===== config.mk =====
export PLATFORM = sky130hd
export DESIGN_NAME = lcg_parameter_recovery_flat
export DESIGN_NICKNAME = d
export VERILOG_FILES = /design/src/hw/rtl/lcgpr_pkg.sv /design/src/hw/rtl/lcgpr_if.sv /design/src/hw/rtl/lcgpr_div.sv /design/src/hw/rtl/lcgpr_datapath.sv /design/src/hw/rtl/lcgpr_ctrl.sv /design/src/hw/rtl/lcg_parameter_recovery.sv /design/src/flat_wrapper.sv
export SDC_FILE = /design/constraint.sdc
export NUM_CORES = 2
export LEC_CHECK = 0
export ABC_AREA = 1
export BUFFER_PORTS_ARGS = -buffer_cell sky130_fd_sc_hd__buf_2
export CAP_MARGIN = 30
export CORE_MARGIN = 3
export CORE_UTILIZATION = 60
export CTS_CLUSTER_DIAMETER = 150
export DETAILED_ROUTE_END_ITERATION = 8
export PLACE_DENSITY = 0.84
export REMOVE_ABC_BUFFERS = 1
export SYNTH_ARGS = -nofsm -noshare
export SYNTH_HDL_FRONTEND = slang
export SYNTH_SLANG_ARGS = --single-unit

===== constraint.sdc =====
create_clock -name clk -period 11.1 [get_ports clk]
set_clock_uncertainty 0.2 [all_clocks]
set_input_delay 1.665 -clock clk [delete_from_list [all_inputs] [get_ports clk]]
set_output_delay 1.665 -clock clk [all_outputs]
set_load 0.005 [all_outputs]

===== src/hw/rtl/lcgpr_pkg.sv =====
// Package for the LCG parameter recovery block.
// Holds widths, payload, state, status and command types shared by all files.
`default_nettype none
package lcgpr_pkg;
  localparam int unsigned W = 16;

  typedef enum logic [1:0] {
    ST_MATCH    = 2'd0,
    ST_ZERO     = 2'd1,
    ST_NO_INV   = 2'd2,
    ST_MISMATCH = 2'd3
  } status_t;

  // Datapath micro-operations
  typedef enum logic [3:0] {
    OP_NONE,
    OP_LOAD,      // capture item
    OP_RED_X0,    // r0 = x0 mod m
    OP_RED_X1,
    OP_RED_X2,
    OP_DIFF,      // d, n
    OP_EUC_INIT,
    OP_EUC_DIV,   // one quotient via divider
    OP_EUC_STEP,
    OP_EUC_FIN,
    OP_MUL,       // prod = mul_x*mul_y + add_v (registered)
    OP_MOD,       // k = prod mod m via divider
    OP_SAVE
  } op_t;

  typedef enum logic [4:0] {
    S_IDLE, S_RED0, S_RED1, S_RED2, S_DIFF, S_EINIT, S_EDIV, S_EDIVW, S_ESTEP,
    S_EFIN, S_A_MUL, S_A_MOD, S_A_SAVE, S_C_MUL, S_C_MOD, S_C_SAVE,
    S_K_MUL, S_K_MOD, S_K_SAVE, S_DONE, S_RED0W, S_RED1W, S_RED2W
  } state_t;

  // Which value a multiply/reduce step works on
  typedef enum logic [2:0] {
    SEL_A, SEL_C, SEL_K0, SEL_K1, SEL_K2, SEL_K3
  } sel_t;

  typedef struct packed {
    op_t  op;
    sel_t sel;
    logic div_start;
  } cmd_t;

  typedef struct packed {
    logic div_done;
    logic r1_zero;   // Euclid remainder is zero
    logic d_zero;
    logic gcd_one;
    logic check_ok;
  } sts_t;

  typedef struct packed {
    logic [W-1:0] value_0;
    logic [W-1:0] value_1;
    logic [W-1:0] value_2;
    logic [W-1:0] value_3;
    logic [W-1:0] candidate_modulus;
  } item_t;

  typedef struct packed {
    status_t      status;
    logic [W-1:0] multiplier;
    logic [W-1:0] increment;
    logic [W-1:0] predicted_value;
  } result_t;
endpackage
`default_nettype wire


===== src/hw/rtl/lcgpr_if.sv =====
// Valid/ready channel interfaces for item and result transfers.
// Payload types come from lcgpr_pkg.
`default_nettype none
interface lcgpr_in_if;
  logic              valid;
  logic              ready;
  lcgpr_pkg::item_t  data;
  modport source (output valid, output data, input ready);
  modport sink (input valid, input data, output ready);
endinterface

interface lcgpr_out_if;
  logic               valid;
  logic               ready;
  lcgpr_pkg::result_t data;
  modport source (output valid, output data, input ready);
  modport sink (input valid, input data, output ready);
endinterface
`default_nettype wire


===== src/hw/rtl/lcgpr_div.sv =====
// Restoring divider: 32-bit dividend by 16-bit divisor, one bit per cycle.
// Uses lcgpr_pkg for widths.
`default_nettype none
module lcgpr_div (
  input  wire logic                      clk,
  input  wire logic                      rst,
  input  wire logic                      start,
  input  wire logic [2*lcgpr_pkg::W-1:0] dividend,
  input  wire logic [lcgpr_pkg::W-1:0]   divisor,
  output logic                           done,
  output logic [2*lcgpr_pkg::W-1:0]      quot,
  output logic [lcgpr_pkg::W-1:0]        rem
);
  import lcgpr_pkg::*;
  logic [5:0]     cnt;
  logic           busy;
  logic [2*W-1:0] q;
  logic [W:0]     r;
  logic [W-1:0]   dv;
  logic [W:0]     sh;

  assign sh = {r[W-1:0], q[2*W-1]};

  always_ff @(posedge clk) begin
    if (rst) begin
      busy <= 1'b0;
      done <= 1'b0;
      cnt  <= '0;
    end else begin
      done <= 1'b0;
      if (start) begin
        busy <= 1'b1;
        cnt  <= 6'd0;
      end else if (busy) begin
        cnt <= cnt + 6'd1;
        if (cnt == 6'(2*W-1)) begin
          busy <= 1'b0;
          done <= 1'b1;
        end
      end
    end
  end

  always_ff @(posedge clk) begin
    if (start) begin
      q  <= dividend;
      r  <= '0;
      dv <= divisor;
    end else if (busy) begin
      if (sh >= {1'b0, dv}) begin
        r <= sh - {1'b0, dv};
        q <= {q[2*W-2:0], 1'b1};
      end else begin
        r <= sh;
        q <= {q[2*W-2:0], 1'b0};
      end
    end
  end

  assign quot = q;
  assign rem  = r[W-1:0];
endmodule
`default_nettype wire


===== src/hw/rtl/lcgpr_datapath.sv =====
// Datapath: residues, extended Euclid, products and checks.
// Uses lcgpr_pkg and the lcgpr_div shared divider.
`default_nettype none
module lcgpr_datapath (
  input  wire logic                    clk,
  input  wire logic                    rst,
  input  wire lcgpr_pkg::cmd_t         cmd,
  input  wire logic [4*lcgpr_pkg::W-1:0] item_x,
  input  wire logic [lcgpr_pkg::W-1:0] item_m,
  output lcgpr_pkg::sts_t              sts,
  output logic [lcgpr_pkg::W-1:0]      a_out,
  output logic [lcgpr_pkg::W-1:0]      c_out,
  output logic [lcgpr_pkg::W-1:0]      p_out
);
  import lcgpr_pkg::*;
  logic [W-1:0] x0, x1, x2, x3, m;
  logic [W-1:0] r0, r1, r2, d, n;
  // Euclid remainders and signed Bezout coefficients
  logic [W-1:0]   er0, er1;
  logic signed [W+1:0] t0, t1;
  logic [W-1:0]   inv, a, c, k;
  logic [2*W:0]   prod;
  logic [2*W-1:0] mul_p;
  logic           ok;
  logic [2*W-1:0] div_a;
  logic [W-1:0]   div_b;
  logic           done;
  logic [2*W-1:0] quot;
  logic [W-1:0]   rem;
  logic [W-1:0]   mul_x, mul_y, add_v, cmp_v;
  logic [W:0]     sum;
  logic signed [W+1:0] tm;
  logic signed [2*W+3:0] qt;

  always_comb begin
    div_a = {{W{1'b0}}, x0};
    div_b = m;
    unique case (cmd.op)
      OP_RED_X0: div_a = {{W{1'b0}}, x0};
      OP_RED_X1: div_a = {{W{1'b0}}, x1};
      OP_RED_X2: div_a = {{W{1'b0}}, x2};
      OP_EUC_DIV: begin
        div_a = {{W{1'b0}}, er0};
        div_b = er1;
      end
      OP_MOD: div_a = prod[2*W-1:0];
      default: ;
    endcase
  end

  lcgpr_div u_div (
    .clk(clk), .rst(rst), .start(cmd.div_start), .dividend(div_a),
    .divisor(div_b), .done(done), .quot(quot), .rem(rem)
  );

  always_comb begin
    mul_x = n;
    mul_y = inv;
    add_v = '0;
    unique case (cmd.sel)
      SEL_A: begin mul_x = n; mul_y = inv; end
      SEL_C: begin mul_x = a; mul_y = r0; end
      SEL_K0: begin mul_x = a; mul_y = x0; add_v = c; end
      SEL_K1: begin mul_x = a; mul_y = x1; add_v = c; end
      SEL_K2: begin mul_x = a; mul_y = x2; add_v = c; end
      SEL_K3: begin mul_x = a; mul_y = x3; add_v = c; end
      default: ;
    endcase
  end

  always_comb begin
    cmp_v = x1;
    case (cmd.sel)
      SEL_K1: cmp_v = x2;
      SEL_K2: cmp_v = x3;
      default: cmp_v = x1;
    endcase
  end

  // full 32-bit product of two 16-bit operands
  assign mul_p = {{W{1'b0}}, mul_x} * {{W{1'b0}}, mul_y};

  // c = (r1 - a*r0 mod m) mod m
  assign sum = (r1 >= rem) ? {1'b0, r1 - rem} : {1'b0, r1} + {1'b0, m} - {1'b0, rem};
  assign qt  = $signed({2'b0, quot}) * t1;
  assign tm  = t0 + $signed({2'b0, m});

  always_ff @(posedge clk) begin
    unique case (cmd.op)
      OP_LOAD: begin
        {x3, x2, x1, x0} <= item_x;
        m <= item_m;
        ok <= 1'b1;
      end
      OP_RED_X0: if (done) r0 <= rem;
      OP_RED_X1: if (done) r1 <= rem;
      OP_RED_X2: if (done) r2 <= rem;
      OP_DIFF: begin
        d <= (r1 >= r0) ? r1 - r0 : W'({1'b0, r1} + {1'b0, m} - {1'b0, r0});
        n <= (r2 >= r1) ? r2 - r1 : W'({1'b0, r2} + {1'b0, m} - {1'b0, r1});
      end
      OP_EUC_INIT: begin
        er0 <= m;
        er1 <= d;
        t0  <= '0;
        t1  <= (W+2)'(1);
      end
      OP_EUC_STEP: begin
        er0 <= er1;
        er1 <= rem;
        t0  <= t1;
        t1  <= t0 - (W+2)'(qt);
      end
      OP_EUC_FIN: inv <= (t0 < 0) ? tm[W-1:0] : t0[W-1:0];
      OP_MUL: prod <= {1'b0, mul_p} + {{(W+1){1'b0}}, add_v};
      OP_MOD: if (done) k <= rem;
      OP_SAVE: begin
        unique case (cmd.sel)
          SEL_A: a <= k;
          SEL_C: c <= W'(sum);
          SEL_K3: ;
          default: if (k != cmp_v) ok <= 1'b0;
        endcase
      end
      default: ;
    endcase
  end

  assign sts = '{div_done: done,
                 r1_zero:  (er1 == '0),
                 d_zero:   (d == '0),
                 gcd_one:  (er0 == W'(1)),
                 check_ok: ok};
  assign a_out = a;
  assign c_out = c;
  assign p_out = k;
endmodule
`default_nettype wire


===== src/hw/rtl/lcgpr_ctrl.sv =====
// Controller state machine sequencing the datapath for one item.
// Uses lcgpr_pkg command and status types.
`default_nettype none
module lcgpr_ctrl (
  input  wire logic              clk,
  input  wire logic              rst,
  input  wire logic              in_valid,
  output logic                   in_ready,
  output logic                   out_valid,
  input  wire logic              out_ready,
  input  wire logic [lcgpr_pkg::W-1:0] m,
  input  wire lcgpr_pkg::sts_t   sts,
  output lcgpr_pkg::cmd_t        cmd,
  output lcgpr_pkg::status_t     status,
  output logic                   take
);
  import lcgpr_pkg::*;
  state_t state, state_next;
  sel_t   ksel, ksel_next;
  status_t st, st_next;
  logic   busy;
  logic   finish;

  // S_DONE also serves each transition check; the item ends only on the last visit
  assign finish = (state == S_DONE) && !(st == ST_MATCH && ksel != SEL_K3);

  always_ff @(posedge clk) begin
    if (rst) begin
      state     <= S_IDLE;
      ksel      <= SEL_K0;
      st        <= ST_MATCH;
      out_valid <= 1'b0;
      busy      <= 1'b0;
    end else begin
      state <= state_next;
      ksel  <= ksel_next;
      st    <= st_next;
      if (finish) begin
        out_valid <= 1'b1;
        busy      <= 1'b0;
      end else if (out_valid && out_ready) begin
        out_valid <= 1'b0;
      end
      if (in_valid && in_ready) busy <= 1'b1;
    end
  end

  // One item in flight; accept again once its result has been taken
  assign in_ready = (state == S_IDLE) && !busy && !out_valid;
  assign status   = st;
  assign take     = finish && (st == ST_MATCH);

  always_comb begin
    state_next = state;
    ksel_next  = ksel;
    st_next    = st;
    cmd        = '{op: OP_NONE, sel: ksel, div_start: 1'b0};
    unique case (state)
      S_IDLE: if (in_valid && in_ready) begin
        cmd.op = OP_LOAD;
        if (m < 16'd2) begin
          st_next    = ST_ZERO;
          state_next = S_DONE;
        end else begin
          st_next    = ST_MATCH;
          state_next = S_RED0;
        end
      end
      S_RED0: begin cmd.op = OP_RED_X0; cmd.div_start = 1'b1; state_next = S_RED0W; end
      S_RED0W: begin cmd.op = OP_RED_X0; if (sts.div_done) state_next = S_RED1; end
      S_RED1: begin cmd.op = OP_RED_X1; cmd.div_start = 1'b1; state_next = S_RED1W; end
      S_RED1W: begin cmd.op = OP_RED_X1; if (sts.div_done) state_next = S_RED2; end
      S_RED2: begin cmd.op = OP_RED_X2; cmd.div_start = 1'b1; state_next = S_RED2W; end
      S_RED2W: begin cmd.op = OP_RED_X2; if (sts.div_done) state_next = S_DIFF; end
      S_DIFF: begin cmd.op = OP_DIFF; state_next = S_EINIT; end
      S_EINIT: begin
        if (sts.d_zero) begin
          st_next    = ST_ZERO;
          state_next = S_DONE;
        end else begin
          cmd.op     = OP_EUC_INIT;
          state_next = S_EDIV;
        end
      end
      S_EDIV: begin
        if (sts.r1_zero) begin
          state_next = S_EFIN;
        end else begin
          cmd.op = OP_EUC_DIV; cmd.div_start = 1'b1; state_next = S_EDIVW;
        end
      end
      S_EDIVW: begin cmd.op = OP_EUC_DIV; if (sts.div_done) state_next = S_ESTEP; end
      S_ESTEP: begin cmd.op = OP_EUC_STEP; state_next = S_EDIV; end
      S_EFIN: begin
        if (!sts.gcd_one) begin
          st_next    = ST_NO_INV;
          state_next = S_DONE;
        end else begin
          cmd.op = OP_EUC_FIN; state_next = S_A_MUL;
        end
      end
      S_A_MUL: begin cmd = '{op: OP_MUL, sel: SEL_A, div_start: 1'b0}; state_next = S_A_MOD; end
      S_A_MOD: begin
        cmd = '{op: OP_MOD, sel: SEL_A, div_start: 1'b1}; state_next = S_A_SAVE;
      end
      S_A_SAVE: begin
        cmd = '{op: OP_MOD, sel: SEL_A, div_start: 1'b0};
        if (sts.div_done) begin
          state_next = S_C_MUL;
        end
      end
      S_C_MUL: begin
        // commit a, then form a*r0
        cmd = '{op: OP_SAVE, sel: SEL_A, div_start: 1'b0}; state_next = S_C_MOD;
      end
      S_C_MOD: begin
        cmd = '{op: OP_MUL, sel: SEL_C, div_start: 1'b0}; state_next = S_C_SAVE;
      end
      S_C_SAVE: begin
        // start on entry; ksel marks the reduction as running
        cmd = '{op: OP_MOD, sel: SEL_C, div_start: (ksel != SEL_C)};
        ksel_next = SEL_C;
        if (ksel == SEL_C && sts.div_done) begin
          cmd.op     = OP_SAVE;
          ksel_next  = SEL_K0;
          state_next = S_K_MUL;
        end
      end
      S_K_MUL: begin cmd = '{op: OP_MUL, sel: ksel, div_start: 1'b0}; state_next = S_K_MOD; end
      S_K_MOD: begin cmd = '{op: OP_MOD, sel: ksel, div_start: 1'b1}; state_next = S_K_SAVE; end
      S_K_SAVE: begin
        cmd = '{op: OP_MOD, sel: ksel, div_start: 1'b0};
        if (sts.div_done) state_next = S_DONE;
      end
      S_DONE: begin
        state_next = S_IDLE;
        if (st == ST_MATCH && ksel != SEL_K3) begin
          // check one transition, then advance
          cmd = '{op: OP_SAVE, sel: ksel, div_start: 1'b0};
          unique case (ksel)
            SEL_K0: ksel_next = SEL_K1;
            SEL_K1: ksel_next = SEL_K2;
            default: ksel_next = SEL_K3;
          endcase
          state_next = S_K_MUL;
        end else begin
          ksel_next = SEL_K0;
          if (st == ST_MATCH && !sts.check_ok) st_next = ST_MISMATCH;
        end
      end
      default: state_next = S_IDLE;
    endcase
  end

  assert property (@(posedge clk) disable iff (rst) out_valid |-> !in_ready)
    else $error("input accepted while result pending");
  assert property (@(posedge clk) disable iff (rst)
    (cmd.div_start) |=> !sts.div_done)
    else $error("divider done right after start");
  assert property (@(posedge clk) disable iff (rst)
    (out_valid && !out_ready) |=> (out_valid && $stable(status)))
    else $error("result dropped or changed while stalled");
endmodule
`default_nettype wire


===== src/hw/rtl/lcg_parameter_recovery.sv =====
// Top level of the LCG parameter recovery block.
// Uses lcgpr_pkg, lcgpr_if, lcgpr_ctrl and lcgpr_datapath.
//
// Tests one candidate modulus against four samples and returns status, multiplier,
// increment and predicted next sample. One item is in flight at a time and every
// residue, Euclid quotient and product reduction shares one bit-serial divider. A
// modulus below two or a zero difference ends the item early with ST_ZERO status.
// A full run takes three residues, one divider use per Euclid quotient (at most 23
// for a 16-bit modulus) and six product reductions. A new item is taken once the
// result transfers.
`default_nettype none
module lcg_parameter_recovery (
  input wire logic     clk,
  input wire logic     rst,
  lcgpr_in_if.sink     in_ch,
  lcgpr_out_if.source  out_ch
);
  import lcgpr_pkg::*;
  cmd_t    cmd;
  sts_t    sts;
  status_t st;
  logic    take;
  logic [W-1:0] a_v, c_v, p_v;
  logic [W-1:0] ra, rc, rp;

  lcgpr_ctrl u_ctrl (
    .clk(clk), .rst(rst), .in_valid(in_ch.valid), .in_ready(in_ch.ready),
    .out_valid(out_ch.valid), .out_ready(out_ch.ready),
    .m(in_ch.data.candidate_modulus), .sts(sts), .cmd(cmd), .status(st), .take(take)
  );

  lcgpr_datapath u_dp (
    .clk(clk), .rst(rst), .cmd(cmd),
    .item_x({in_ch.data.value_3, in_ch.data.value_2, in_ch.data.value_1,
             in_ch.data.value_0}),
    .item_m(in_ch.data.candidate_modulus), .sts(sts),
    .a_out(a_v), .c_out(c_v), .p_out(p_v)
  );

  // hold the result fields; zero unless match
  always_ff @(posedge clk) begin
    if (cmd.op == OP_LOAD) begin
      ra <= '0; rc <= '0; rp <= '0;
    end else if (take && sts.check_ok) begin
      ra <= a_v; rc <= c_v; rp <= p_v;
    end
  end

  assign out_ch.data = '{status:          (st == ST_MATCH && !sts.check_ok) ? ST_MISMATCH : st,
                         multiplier:      ra,
                         increment:       rc,
                         predicted_value: rp};
endmodule
`default_nettype wire


===== src/flat_wrapper.sv =====
// flat-port wrapper written by rule: the top's interface ports become plain ports
module lcg_parameter_recovery_flat import lcgpr_pkg::*;
  (clk, rst, in_ch_valid, in_ch_data, in_ch_ready, out_ch_valid, out_ch_data, out_ch_ready);
  lcgpr_in_if in_ch_i ();
  lcgpr_out_if out_ch_i ();
  input wire logic clk;
  input wire logic rst;
  input wire logic [$bits(in_ch_i.valid)-1:0] in_ch_valid;
  input wire logic [$bits(in_ch_i.data)-1:0] in_ch_data;
  output wire logic [$bits(in_ch_i.ready)-1:0] in_ch_ready;
  output wire logic [$bits(out_ch_i.valid)-1:0] out_ch_valid;
  output wire logic [$bits(out_ch_i.data)-1:0] out_ch_data;
  input wire logic [$bits(out_ch_i.ready)-1:0] out_ch_ready;
  assign in_ch_i.valid = in_ch_valid;
  assign in_ch_i.data = in_ch_data;
  assign in_ch_ready = in_ch_i.ready;
  assign out_ch_valid = out_ch_i.valid;
  assign out_ch_data = out_ch_i.data;
  assign out_ch_i.ready = out_ch_ready;
  lcg_parameter_recovery u_core (.clk(clk), .rst(rst), .in_ch(in_ch_i), .out_ch(out_ch_i));
endmodule

; After elaboration in Yosys (flattened, before gate mapping)
; Index checks and enable logic that the tools add are counted.
[totals]
word_cells = 228
memories = 0
ram_bits = 0
latchBits = 0
romBits = 0
ff_bits = 457
input_bits = 84
[classes]
add_sub_neg = 13
eq_ne = 60
mux = 64
reduce_logical = 48
n_mul = 2
bitwise = 1
order_cmp = 6
div = 0
shifts = 0
[ops]
columns = cell, n
row1 = 2-to-1 mux 16 bit, 8
row2 = one-hot mux 32 bit (4 select lines), 1
row3 = one-hot mux 5 bit (23 select lines), 1
row4 = subtractor 16 bit, 7
row5 = one-hot mux 16 bit (2 select lines), 3
row6 = one-hot mux 16 bit (5 select lines), 1
row7 = one-hot mux 18 bit (2 select lines), 2
row8 = 2-to-1 mux 32 bit, 2
row9 = 2-to-1 mux 5 bit, 12
row10 = one-hot mux 4 bit (15 select lines), 1
row11 = adder 16 bit, 3
row12 = greater-or-equal comparator 16 bit, 3
row13 = "equality test 5 x 4 -> 1 bit, second input constant", 8
row14 = "equality test 5 bit, second input constant", 7
row15 = multiplier 33 x 18 -> 18 bit, 1
row16 = adder 32 x 16 -> 32 bit, 1
row17 = logical NOT 16 bit, 2
row18 = multiplier 16 x 16 -> 32 bit, 1
row19 = "!= test 2 bit, second input constant", 12
row20 = "equality test 4 bit, second input constant", 5
row21 = "equality test 5 x 3 -> 1 bit, second input constant", 4
row22 = "< comparator 18 x 1 -> 1 bit, second input constant", 1
row23 = subtractor 18 bit, 1
row24 = greater-or-equal comparator 17 x 16 -> 1 bit, 1
row25 = 42 further kinds, 106

; Depth between registers and ports, before layout
[logic_depth]
depth_word = 10
ltp_mapped = 41

; Cells and area by module
; From an unflattened synthesis, not the netlist that was laid out.
[hier_totals]
hier_cells = 5333
hier_area_um2 = 43006.2
[modules_own_cells]
columns = mod, cells_per_inst, seq_area_each_um2, area_per_inst_um2, instances
row1 = lcgpr_datapath, 4223, 9759.4, 35365.2, 1
row2 = lcgpr_div, 536, 1921.8, 4102.7, 1
row3 = lcg_parameter_recovery, 316, 960.9, 2065.7, 1
row4 = lcgpr_ctrl, 258, 240.2, 1472.7, 1

; Worst setup path before layout
; Ideal clock, no wire load.
[synth_timing]
path_type = register -> register
from = register u_core.u_ctrl.state[4]
to = register u_core.u_dp.prod[21], data pin
slack_ps = 4242
required_ps = 10635
n_path_buf = 5
t_arrival_ps = 6393
setup_ps = 265
stages_incl_launch_ff = 36
path_cell_list = dfxtp_1 -> buf_4 -> inv_4 -> nand3_2 -> buf_6 -> nand2_2 -> nor2_4 -> inv_2 -> nand2_2 -> inv_2 -> nand2_4 -> buf_6 -> buf_6 -> nand2_1 -> o21ai_2 -> buf_4 -> nand2_1 -> fa_1 -> inv_1 -> fa_1 -> inv_1 -> fa_1 -> inv_1 -> fa_1 -> fa_1 -> inv_1 -> fa_1 -> inv_1 -> ha_1 -> a21oi_1 -> o21ai_0 -> o21bai_1 -> a21oi_1 -> o21a_1 -> o21ai_0 -> xor2_1
[synth_via]
elab_chain_cells = 8
word_cells_on_any_way = 22
[synth_lines]
columns = item, line_no
row1 = "start, declared", lcgpr_ctrl.sv:18  ; state_t state, state_next;
row2 = "start signal, assigned", lcgpr_ctrl.sv:35  ; state <= state_next;
row3 = equality test 5 x 4 -> 1 bit, lcgpr_ctrl.sv:58  ; unique case (state)
row4 = OR reduction 4 bit (no line) / OR reduction 2 bit (equally long branches), n/a
row5 = one-hot mux 3 bit (3 select lines) (*), lcgpr_ctrl.sv:58
row6 = "equality test 3 bit, or another cell as far along", lcgpr_datapath.sv:60  ; unique case (cmd.sel)
row7 = OR reduction 5 bit (no line), n/a
row8 = 2-to-1 mux 16 bit, lcgpr_datapath.sv:60
row9 = multiplier 16 x 16 -> 32 bit, lcgpr_datapath.sv:81  ; assign mul_p = {{W{1'b0}}, mul_x} * {{W{1'b0}}, mul_y};
row10 = adder 32 x 16 -> 32 bit (*), lcgpr_datapath.sv:115  ; OP_MUL: prod <= {1'b0, mul_p} + {{(W+1){1'b0}}, add_v};
row11 = "end signal, assigned", lcgpr_datapath.sv:115
row12 = "end, declared", lcgpr_datapath.sv:22  ; logic [2*W:0] prod;
; Every way passes the cells marked *; elsewhere a longest branch is shown, timed or not.
; A chain may end at the register's enable or synchronous reset.

; Worst setup path after layout
[layout_timing]
from = register u_core.u_ctrl.state[4]
to = register u_core.u_dp.prod[26], data pin
; The elaborated chain is that of the path after synthesis.

==> metrics.md <==
| Metric | Value |
|---|---|
| Status | complete, no violations |
| Mapped Area | 40500 um2 |
| Min cycle time layout | 9050 ps |
| Seq/Total Area, Yosys | 0.318 |
| Most used cell, CP | fa_1 |
| Crit. End Element | register |
| Die ar. | 70700 um2 |
| Vias per inst | 5.94 |
| Design area | 43700 um2 |
| CTS root buf | clkbuf_16 |
| Crit path arrival time | 9200 ps |
| Startpoint types | register |
| Gp weighted congestion | 1.06 |
| Post-CTS Setup Repair Bufs | 0 |
| CTS Buf Count | 51 |
| Sum Neg Setup Slack | 0 ps |
| Crit path largest cell delay | 1060 ps |
| Vias in the first global route | 33500 |
| Starting Density | 0.611 |
| Final setup viols | 0 |
| EDFF count, synth | 373 |
| Fmax | 0.110 GHz |
| CTS tree | yes |
| Period utilization | 0.816 |
| Sink Count | 457 |
| First-pass GRT wire length | 198000 um |
| Critical path class | reg -> reg |
| CTS resizes | 0 |
| Worst min-delay path class | reg -> reg |
| Unrepaired setup endpoints after global routing | false |
| Fin. Hold Viols | 0 |
| Maxcap violations | 0 |
| Core Box Area | 66300 um2 |
| Yosys reg bits | 457 |
| Synth Flop Type | edfxtp_1 |
| Layout cells sized above 1 | 0.0742 |
| Total track usage | 0.372 |
| Grt total ovfl | 0 |
| Slew @ Worst Pin | 1110 ps |
| Worst-Skew Late Latency | 640 ps |
| Clk pin slew, worst setup/hold paths | 60 ps |
| Req. time, crit path | 11240 ps |
| Final-stage net count | 5583 |
| Vias | 34000 |
| FF/Latch Area | 12900 um2 |
| Area occupied by multi-input gates | 23800 um2 |
| Total Wirelength | 130000 um |
| I/O Buffers | 135 |
| Rel. slew slack | 0.251 |
| Crit path max fanout | 64 |
| Distinct cell type count after synthesis | 60 |
| # DRC | 0 |
| Tightest hold margin | 257 ps |
| Placed inst area | 41900 um2 |
| CTS Buffer Depth | 3 |
| Row count | 94 |
| Die Y | 266 um |
| Chip width | 266 um |
| CTS Hold Bufs | 0 |
| Antenna viol nets, final | 0 |
| DR iter-0 viols | 4082 |
| Synth-to-Final Area Change | 7.71% |
| Synth warnings | 0 |
| Fin. max-slew vios | 0 |
| Fillers | 5383 |
| H-tree levels | 2 |
| Syn Area/Cell | 8.56 um2 |
| DR pass1 iterations | 6 |
| CP max stage cell | o21ai_1 |
| Largest net degree at the start of global routing | 68 |
| DP Wirelength | 105000 um |
| Post-DR wirelength/cell | 22.8 um |
| Synthesized netlist cell count | 4734 |
| Initial antenna violation count | 1 |
| Post-synthesis async set-or-reset flop share | 0 |
| IO Count | 136 |
-- routing by layer --
| metal | part of all wire | global-route usage | wire length (um) | vias up |
|---|---|---|---|---|
| met1 | 0.38 | 0.497 | 49400 | 16200 |
| met3 | 0.13 | 0.0947 | 16600 | 345 |
| met4 | 0.058 | 0.181 | 7630 | 0 |
| li1 | - | - | - | 15300 |
| met2 | 0.44 | 0.570 | 56800 | 2067 |
| met5 | 0 | 0 | 0 | - |
-- cell families (layout without fill, tap and decap cells) --
group | Yosys count | in the layout | synth area share
other cells | 0 | 1 | 0
simple gates | 1732 | 1732 | 0.175
xor+xnor | 162 | 162 | 0.0350
buf+inv | 1004 | 1132 | 0.0966
mux | 2 | 2 | 0.000494
flops | 457 | 457 | 0.318
fa+ha+maj | 679 | 679 | 0.275
compound gates | 698 | 698 | 0.0993
-- placed cells by master (no fill, tap or decap), types with 6 or more instances in the layout --
| master | n |
|---|---|
| nand2_1 | 1105 |
| inv_1 | 834 |
| edfxtp_1 | 373 |
| fa_1 | 355 |
| nor2_1 | 324 |
| ha_1 | 324 |
| a21oi_1 | 277 |
| o21ai_0 | 253 |
| nand3_1 | 154 |
| buf_2 | 137 |
| xor2_1 | 88 |
| dfxtp_1 | 84 |
| xnor2_1 | 74 |
| clkbuf_16 | 54 |
| nand4_1 | 53 |
| inv_2 | 32 |
| nor3_1 | 29 |
| buf_4 | 26 |
| o211ai_1 | 25 |
| o21ai_2 | 21 |
| a21o_1 | 15 |
| a31oi_1 | 14 |
| nor4_1 | 12 |
| o21bai_1 | 11 |
| a21boi_0 | 11 |
| nand2_2 | 10 |
| clkbuf_1 | 10 |
| or2_2 | 9 |
| o21ai_4 | 8 |
| o31ai_1 | 8 |
| clkbuf_8 | 8 |
| o21ai_1 | 7 |
| a22oi_1 | 7 |
| clkinv_2 | 7 |
| nor2_2 | 6 |
| a221oi_1 | 6 |
| o21a_1 | 6 |
-- worst paths after layout --
| path | end | depth (start not counted) | slack, ps | start |
|---|---|---|---|---|
| max reg2reg | u_core.u_dp.prod[26] | 27 | 2050 | u_core.u_ctrl.state[4] |
| min | u_core.ra[8] | 2 | 260 | u_core.ra[8] |
| min reg2reg | u_core.ra[8] | 2 | 260 | u_core.ra[8] |
| max | u_core.u_dp.prod[26] | 27 | 2050 | u_core.u_ctrl.state[4] |
-- per-stage QoR --
| stage | worst slack (ps) | utilization | instances |
|---|---|---|---|
| after floorplan | 3690 | - | 4600 |
| after global placement | 2370 | 0.631 | 5623 |
| after detailed placement | 2240 | 0.632 | 5627 |
| after CTS | 2150 | 0.658 | 5722 |
| after global routing | 1600 | 0.658 | 5726 |
| final | 2050 | 0.658 | 5727 |
-- cell usage after synthesis, types with 7 or more instances --
cell | count | area (um2)
a21boi_0 | 11 | 82.6
a21o_1 | 15 | 113
a21oi_1 | 277 | 1390
a22oi_1 | 7 | 52.6
a31oi_1 | 14 | 87.6
buf_2 | 34 | 170
buf_4 | 15 | 113
clkbuf_1 | 73 | 274
dfxtp_1 | 84 | 1680
edfxtp_1 | 373 | 11200
fa_1 | 355 | 7110
ha_1 | 324 | 4050
inv_1 | 836 | 3140
inv_2 | 32 | 120
nand2_1 | 1106 | 4150
nand2_2 | 9 | 56.3
nand3_1 | 154 | 771
nand4_1 | 53 | 332
nor2_1 | 325 | 1220
nor3_1 | 29 | 145
nor4_1 | 12 | 75.1
o211ai_1 | 25 | 188
o21ai_0 | 253 | 1270
o21ai_1 | 8 | 40.0
o21ai_2 | 21 | 184
o21ai_4 | 7 | 114
o21bai_1 | 11 | 82.6
o31ai_1 | 8 | 60.1
or2_2 | 9 | 56.3
xnor2_1 | 74 | 648
xor2_1 | 88 | 771
-- worst max-delay path, delay by kind of cell (launching register included) --
family	cells	cell delay [ps]
buf+inv	6	590
simple gates	9	1830
compound gates	4	2070
fa+ha+maj	7	3270
flops	1	610
xor+xnor	1	140
-- layout make-up --
class | instances | area share
multi-input combinational | 3273 | 0.545
tap | 864 | 0.0248
antenna | 1 | 0.0000573
clock buffer | 72 | 0.0343
inverter | 870 | 0.0749
timing repair buffer | 167 | 0.0213
sequential | 457 | 0.295
clock inverter | 23 | 0.00493
-- state kept, by name, indices dropped and copies added, names as in the netlist, 18 cells and up --
name and count:
u_core.u_dp.t0 18, u_core.u_dp.u_div.quot 32, u_core.u_dp.prod 32, u_core.u_dp.t1 18
Power is left out: the tool's default activity adds up to more than one toggle a clock period on the data nets, which glitch-free logic cannot reach.
